## src/hw/rtl/signed_int_to_decimal_ascii_defines.svh

```systemverilog
// Assertion macros shared by the signed_int_to_decimal_ascii RTL
`ifndef SIGNED_INT_TO_DECIMAL_ASCII_DEFINES_SVH
`define SIGNED_INT_TO_DECIMAL_ASCII_DEFINES_SVH

// Clocked check, masked while reset is asserted
`define SITDA_ASSERT(lbl, prop, msg) \
  lbl: assert property (@(posedge clk_i) disable iff (!rst_ni) prop) else $error(msg);

// Clocked check that also holds while reset is asserted
`define SITDA_ASSERT_ALWAYS(lbl, prop, msg) \
  lbl: assert property (@(posedge clk_i) prop) else $error(msg);

`endif

```

## src/hw/rtl/sitda_pkg.sv

```systemverilog
// Package: types and constants for the signed integer to decimal text converter
`default_nettype none

package sitda_pkg;

  // Width of the input field on the port
  localparam int unsigned FieldW = 32;

  // Bits per BCD digit and per output character
  localparam int unsigned DigitW = 4;
  localparam int unsigned CharW  = 6;

  // ASCII codes, cut to the character width
  localparam logic [CharW-1:0] AsciiZero  = 6'd48;
  localparam logic [CharW-1:0] AsciiMinus = 6'd45;
  localparam logic [CharW-1:0] AsciiNine  = 6'd57;

  // Sequencer states
  typedef enum logic [2:0] {
    StIdle,
    StConv,
    StSkip,
    StSign,
    StEmit
  } state_e;

endpackage

`default_nettype wire

```

## src/hw/rtl/sitda_dabble.sv

```systemverilog
// Shared double-dabble unit: add-3 correction on every BCD digit, then one left shift
`default_nettype none

module sitda_dabble
  import sitda_pkg::*;
#(
  parameter int unsigned NDIG  = 10,
  parameter int unsigned BIN_W = 32
) (
  input  logic [NDIG*DigitW-1:0] bcd_i,
  input  logic [BIN_W-1:0]       bin_i,
  output logic [NDIG*DigitW-1:0] bcd_o,
  output logic [BIN_W-1:0]       bin_o
);

  logic [NDIG*DigitW-1:0] corr;

  // Digits of 5 or more get 3 added so the shift carries into the next digit
  always_comb begin
    for (int i = 0; i < NDIG; i++) begin
      if (bcd_i[i*DigitW +: DigitW] >= 4'd5) begin
        corr[i*DigitW +: DigitW] = bcd_i[i*DigitW +: DigitW] + 4'd3;
      end else begin
        corr[i*DigitW +: DigitW] = bcd_i[i*DigitW +: DigitW];
      end
    end
  end

  // Move the top binary bit into the BCD word
  assign {bcd_o, bin_o} = {corr, bin_i} << 1;

endmodule

`default_nettype wire

```

## src/hw/rtl/signed_int_to_decimal_ascii.sv

```systemverilog
// Top level: signed integer to ASCII decimal text, one character per output item
//
// channel | handshake               | payload
// --------+-------------------------+-----------------------------
// in      | in_valid_i / in_ready_o | value_i
// out     | out_valid_o/out_ready_i | character_o, last_char_o
//
// A number is accepted in idle, then takes MagW double-dabble steps (32 at the
// default width) on the shared add-3/shift unit, drops leading zeros one per cycle
// with a final check in StSkip, sends the minus sign for a negative number, then
// one digit per cycle while the output is taken. in_ready_o is high only in idle;
// the last character may still wait in the output register while the next number
// is accepted. Reset clears sequencer and out valid.
`default_nettype none

module signed_int_to_decimal_ascii
  import sitda_pkg::*;
#(
  parameter int unsigned DATA_WIDTH = 32
) (
  input  logic              clk_i,
  input  logic              rst_ni,
  input  logic              in_valid_i,
  output logic              in_ready_o,
  input  logic [FieldW-1:0] value_i,
  output logic              out_valid_o,
  input  logic              out_ready_i,
  output logic [CharW-1:0]  character_o,
  output logic              last_char_o
);

`include "signed_int_to_decimal_ascii_defines.svh"

  // Magnitude width, digit count and counter widths
  localparam int unsigned MagW    = (DATA_WIDTH < FieldW) ? DATA_WIDTH : FieldW;
  localparam bit          HasSign = (DATA_WIDTH <= FieldW);
  localparam int unsigned NDig    = (MagW * 301) / 1000 + 1;
  localparam int unsigned BcdW    = NDig * DigitW;
  localparam int unsigned CntW    = $clog2(MagW + 1);
  localparam int unsigned NdW     = $clog2(NDig + 1);

  state_e              state_q, state_d;
  logic [MagW-1:0]     bin_q, bin_d;
  logic [BcdW-1:0]     bcd_q, bcd_d;
  logic                neg_q, neg_d;
  logic [CntW-1:0]     cnt_q, cnt_d;
  logic [NdW-1:0]      ndig_q, ndig_d;
  logic                out_valid_q, out_valid_d;
  logic [CharW-1:0]    char_q, char_d;
  logic                last_q, last_d;

  logic [MagW-1:0]     in_val;
  logic                in_neg;
  logic [MagW-1:0]     in_mag;
  logic [BcdW-1:0]     step_bcd;
  logic [MagW-1:0]     step_bin;
  logic [DigitW-1:0]   top_digit;
  logic                slot_free;
  logic                load_out;
  logic                lead_zero;
  logic                char_ok;

  // Input cut to the working width, sign and unsigned magnitude
  assign in_val = value_i[MagW-1:0];
  assign in_neg = HasSign && in_val[MagW-1];
  assign in_mag = in_neg ? (~in_val + MagW'(1)) : in_val;

  // Shared conversion step
  sitda_dabble #(
    .NDIG  (NDig),
    .BIN_W (MagW)
  ) u_dabble (
    .bcd_i (bcd_q),
    .bin_i (bin_q),
    .bcd_o (step_bcd),
    .bin_o (step_bin)
  );

  assign top_digit = bcd_q[BcdW-1 -: DigitW];
  assign lead_zero = (top_digit == '0) && (ndig_q != NdW'(1));
  assign slot_free = !out_valid_q || out_ready_i;

  // Next state
  always_comb begin
    state_d = state_q;
    unique case (state_q)
      StIdle: if (in_valid_i) state_d = StConv;
      StConv: if (cnt_q == CntW'(1)) state_d = StSkip;
      StSkip: if (!lead_zero) state_d = neg_q ? StSign : StEmit;
      StSign: if (slot_free) state_d = StEmit;
      StEmit: if (slot_free && (ndig_q == NdW'(1))) state_d = StIdle;
      default: state_d = StIdle;
    endcase
  end

  // Datapath and output loading
  always_comb begin
    bin_d    = bin_q;
    bcd_d    = bcd_q;
    neg_d    = neg_q;
    cnt_d    = cnt_q;
    ndig_d   = ndig_q;
    char_d   = char_q;
    last_d   = last_q;
    load_out = 1'b0;
    unique case (state_q)
      StIdle: begin
        if (in_valid_i) begin
          bin_d  = in_mag;
          neg_d  = in_neg;
          bcd_d  = '0;
          cnt_d  = CntW'(MagW);
          ndig_d = NdW'(NDig);
        end
      end
      StConv: begin
        bin_d = step_bin;
        bcd_d = step_bcd;
        cnt_d = cnt_q - CntW'(1);
      end
      StSkip: begin
        if (lead_zero) begin
          bcd_d  = {bcd_q[BcdW-DigitW-1:0], {DigitW{1'b0}}};
          ndig_d = ndig_q - NdW'(1);
        end
      end
      StSign: begin
        if (slot_free) begin
          char_d   = AsciiMinus;
          last_d   = 1'b0;
          load_out = 1'b1;
        end
      end
      StEmit: begin
        if (slot_free) begin
          char_d   = AsciiZero + {{(CharW-DigitW){1'b0}}, top_digit};
          last_d   = (ndig_q == NdW'(1));
          load_out = 1'b1;
          bcd_d    = {bcd_q[BcdW-DigitW-1:0], {DigitW{1'b0}}};
          ndig_d   = ndig_q - NdW'(1);
        end
      end
      default: begin
        load_out = 1'b0;
      end
    endcase
  end

  // Output register valid
  always_comb begin
    if (load_out) begin
      out_valid_d = 1'b1;
    end else if (out_ready_i) begin
      out_valid_d = 1'b0;
    end else begin
      out_valid_d = out_valid_q;
    end
  end

  // Control registers
  always_ff @(posedge clk_i or negedge rst_ni) begin
    if (!rst_ni) begin
      state_q     <= StIdle;
      out_valid_q <= 1'b0;
    end else begin
      state_q     <= state_d;
      out_valid_q <= out_valid_d;
    end
  end

  // Payload registers
  always_ff @(posedge clk_i) begin
    bin_q  <= bin_d;
    bcd_q  <= bcd_d;
    neg_q  <= neg_d;
    cnt_q  <= cnt_d;
    ndig_q <= ndig_d;
    char_q <= char_d;
    last_q <= last_d;
  end

  assign in_ready_o  = (state_q == StIdle);
  assign out_valid_o = out_valid_q;
  assign character_o = char_q;
  assign last_char_o = last_q;

  // Legal output codes: minus sign or a decimal digit
  assign char_ok = (character_o == AsciiMinus) ||
                   ((character_o >= AsciiZero) && (character_o <= AsciiNine));

  // Checks
  `SITDA_ASSERT(a_char_range, out_valid_o |-> char_ok, "character out of range")
  `SITDA_ASSERT(a_minus_not_last, (out_valid_o && (character_o == AsciiMinus)) |-> !last_char_o, "minus sign flagged last")
  `SITDA_ASSERT(a_busy_after_accept, (in_valid_i && in_ready_o) |=> !in_ready_o, "ready right after accepting an item")
  `SITDA_ASSERT(a_emit_has_digit, (state_q == StEmit) |-> (ndig_q != '0), "emitting with no digit left")
  `SITDA_ASSERT_ALWAYS(a_no_valid_in_reset, out_valid_o |-> rst_ni, "output valid during reset")

endmodule

`default_nettype wire

```

## config.mk

```make
export PLATFORM = sky130hd
export DESIGN_NAME = signed_int_to_decimal_ascii
export DESIGN_NICKNAME = d
export VERILOG_FILES = /design/src/hw/rtl/sitda_pkg.sv /design/src/hw/rtl/sitda_dabble.sv /design/src/hw/rtl/signed_int_to_decimal_ascii.sv
export VERILOG_INCLUDE_DIRS = /design/src /design/src/hw/rtl
export SDC_FILE = /design/constraint.sdc
export NUM_CORES = 1
export LEC_CHECK = 0
export ABC_CLOCK_PERIOD_IN_PS = 4000
export BUFFER_PORTS_ARGS = -buffer_cell sky130_fd_sc_hd__buf_2
export CAP_MARGIN = 20
export CORE_ASPECT_RATIO = 1.25
export CORE_MARGIN = 2
export CORE_UTILIZATION = 60
export DETAILED_ROUTE_END_ITERATION = 7
export HOLD_SLACK_MARGIN = 0.05
export PLACE_DENSITY = 0.83
export SLEW_MARGIN = 20
export SYNTH_ARGS = -nofsm -noshare
export SYNTH_HDL_FRONTEND = slang
export SYNTH_SLANG_ARGS = --single-unit
```

## constraint.sdc

```tcl
create_clock -name clk_i -period 4 [get_ports clk_i]
set_input_delay 0 -clock clk_i [delete_from_list [all_inputs] [get_ports clk_i]]
set_output_delay 0 -clock clk_i [all_outputs]
set_load 0.02 [all_outputs]
```

==> impl_metrics.toml <==
[grt]
grt_max_degree = 50
gr-usage-all-layers = 0.231
grt_pass1_vias = 4171
grt_antenna_before_repair = 0
grt_pass1_wl_um = 18900
gr-total-overflow = 0

[cts]
ctsResizeCount = 0
cts_root_buf = "clkbuf_16"
cts_buffer_depth = 2
cts_tree = "built"
cts_buffers = 9
cts_htree_levels = 3
cts_hold_buffers = 9
clock_latency_ns = 0.33
clk_pin_slew_ns = 0.06
clock_sink_count = 93
post-cts-setup-buffers = 0

[power]
p_leak_nw = 2.44
power.share.clock = 0.170
netSwitchingFraction = 0.373
power_density_mw_per_mm2 = 709
combPwrFrac = 0.376
switching_power_mw = 1.67
p_seq_frac = 0.455
p_int_mw = 2.81
ir_drop_mv = 0.330
finalPower_mw = 4.48

[yosys]
yosysMostFrequentCell = "edfxtp_1"
synth_top_area_frac = 0.474
synth_area_leaders = "edfxtp_1 47%, ha_1 5.8%, o21ai_0 5.7%, xor2_1 5.3%, nand2_1 4.7%"
yosysTopAreaCell = "edfxtp_1"
synth_ff_type = "edfxtp_1"
syn_inst = 566
seq_area_frac_synth = 0.492
syn-cell-area_mm2 = 0.00564
synth_edf_count = 89
synth_commonest_cells = "89 x edfxtp_1, 70 x nand2_1, 64 x o21ai_0"
yosys_warnings = 0
synthDistinctLibCells = 49
synth.avg_cell_area_um2 = 9.96
syn_nets = 628
ys_ff_latch = 93
synth-async-reset-ratio = 0.0430

[placed_design]
dp_hpwl_um = 7480
routabilityCongestion = 0.859
place_area_mm2 = 0.00594
port_buffers = 43

[timing]
rsz0062_at_grt = "no"
fin_crit_sh = 0.636
fmax_ghz = 0.393
hold_viol = 0
fin_crit_ns = 2.54
drv_slew = 0
clock_skew_ns = 0.00588
slew-limit-headroom = 0.571
tightestPinTransition_ns = 0.642
setup_tns_ns = 0
setup_viol = 0

[critical_path]
start_kind = "input pin"
arrival_ns = 2.61
slowest_stage = "nand4_1"
required_ns = 4.07
worst_path_dominant_cell_family = "simple AND/OR/NAND/NOR gates"
crit_chain = "dlygate4sd3_1 -> buf_2 -> nor4_1 -> nand4_1 -> o41ai_1 -> xor2_1 -> a21oi_1"
worst-path-buf-inv = 2
cp_max_fo = 9
worstSetupPathType = "input pin to flip-flop"
cpPeakStageDelay_ns = 0.59
cp-end-kind = "flip-flop"
r2r_setup_slack_ns = 1.64

[floorplanning]
start_util = 0.618
core-area_mm2 = 0.00913
die-area_mm2 = 0.0102
die_h_um = 112
die_width_um = 90.7
rows = 39
io_pins = 45

[drt]
wirelength_um = 11100
drc = 0
drt_pre_antenna_iters = 4
drt_iter0_drc = 246
vias = 4248
wl_per_cell_um = 15.1
vias_per_cell = 5.78
postRouteAntennaNets = 0

[final_layout]
diodes = 0
utilization = 0.692
nFillCells = 691
seq_area_mm2 = 0.00277
syn_to_final_growth_pct = 12.1
layout-drive-gt1-share = 0.121
multi_input_area_mm2 = 0.00265
fin_area_mm2 = 0.00632
nets = 669

[outcome]
outcome = "finished, final reports clean"

[min_path]
hold_path_class = "input pin to flip-flop"

[flow_run]
cap_viol_max_count = 0
-- tightest hold or removal path, stage by stage --
cell,delay [ns]
buf_2,0.11
xor2_1,0.06
o21ai_0,0.12
-- cell usage in the layout, fill, tap and decap left out, drive strengths merged, types with 2 or more instances in the layout --
cell type / netlist / layout
edfxtp: 89 / 89
o21ai: 73 / 73
nand2: 70 / 70
buf: 7 / 49
a21oi: 40 / 40
nor2: 38 / 38
xor2: 34 / 34
inv: 29 / 29
ha: 26 / 26
o31ai: 17 / 17
nand2b: 14 / 14
xnor2: 14 / 14
nor3b: 12 / 12
clkbuf: 21 / 12
nor3: 9 / 9
dlygate4sd3: 0 / 9
o41ai: 9 / 9
nor2b: 6 / 6
or3: 6 / 6
or4: 6 / 6
and2: 5 / 5
nand3: 5 / 5
a22o: 4 / 4
dfrtp: 4 / 4
and3: 3 / 3
mux2i: 3 / 3
nor4b: 2 / 2
a22oi: 2 / 2
nor4: 2 / 2
nand4b: 2 / 2
o21a: 2 / 2
clkinv: 0 / 2
clkinvlp: 0 / 2
or3b: 2 / 2
-- metal layers --
layer / vias to the layer above / part of all wire / track usage
li1: 2112 / - / -
met1: 2015 / 0.42 / 0.281
met2: 107 / 0.53 / 0.396
met3: 14 / 0.036 / 0.0396
met4: 0 / 0.018 / 0.114
met5: - / 0 / 0
-- power by group through the flow --
stage | Sequential, mW | Clock, mW | Combinational, mW
final | 2.04 | 0.761 | 1.68
after global routing | 2.10 | 0.815 | 1.92
after CTS | 2.04 | 0.778 | 1.67
after detailed placement | 2.05 | 0 | 1.64
after global placement | 2.02 | 0 | 1.53
after floorplan | 1.96 | 0 | 1.28
-- flip-flops by register name, indices dropped and copies added (netlist names) --
register,count
character_o,5
bcd_q,40
bin_q,32
state_q,3
ndig_q,4
cnt_q,6
out_valid_o,1
neg_q,1
last_char_o,1
-- path summary, 6_finish.rpt --
path                               endpoint  depth (start not counted)         from
worst max-delay path              bin_q[17]                          7  value_i[12]
worst min-delay path              bin_q[11]                          3  value_i[11]
worst max register to register    bcd_q[16]                          7    ndig_q[1]
worst min register to register  out_valid_o                          2  out_valid_o
max in group asynchronous        state_q[0]                          3       rst_ni
min in group asynchronous        state_q[2]                          3       rst_ni
-- metrics by stage --
stage	std cells	hold slack [ns]	setup WS, ns
2_1_floorplan	566	-0.296	0.614
3_3_place_gp	709	-0.197	1.60
3_5_place_dp	709	-0.194	1.50
4_1_cts	734	0.0576	1.47
5_1_grt	735	0.0802	1.31
6_report	735	0.0681	1.46
-- logic make-up after synthesis --
family,after synthesis,share of synthesized area
fa+ha+maj,26,0.0577
simple gates,185,0.162
other cells,1,0.000665
mux,3,0.00533
buf+inv,57,0.0402
compound gates,153,0.168
flops,93,0.492
xor+xnor,48,0.0746
-- area by class of cell --
class / instances / share of cell area
sequential: 93 / 0.439
inverter: 29 / 0.0172
timing repair buffer: 58 / 0.0586
clock buffer: 12 / 0.0374
clock inverter: 4 / 0.00396
tap: 123 / 0.0244
multi-input combinational: 416 / 0.420
Power figures use the tool's default switching activity.
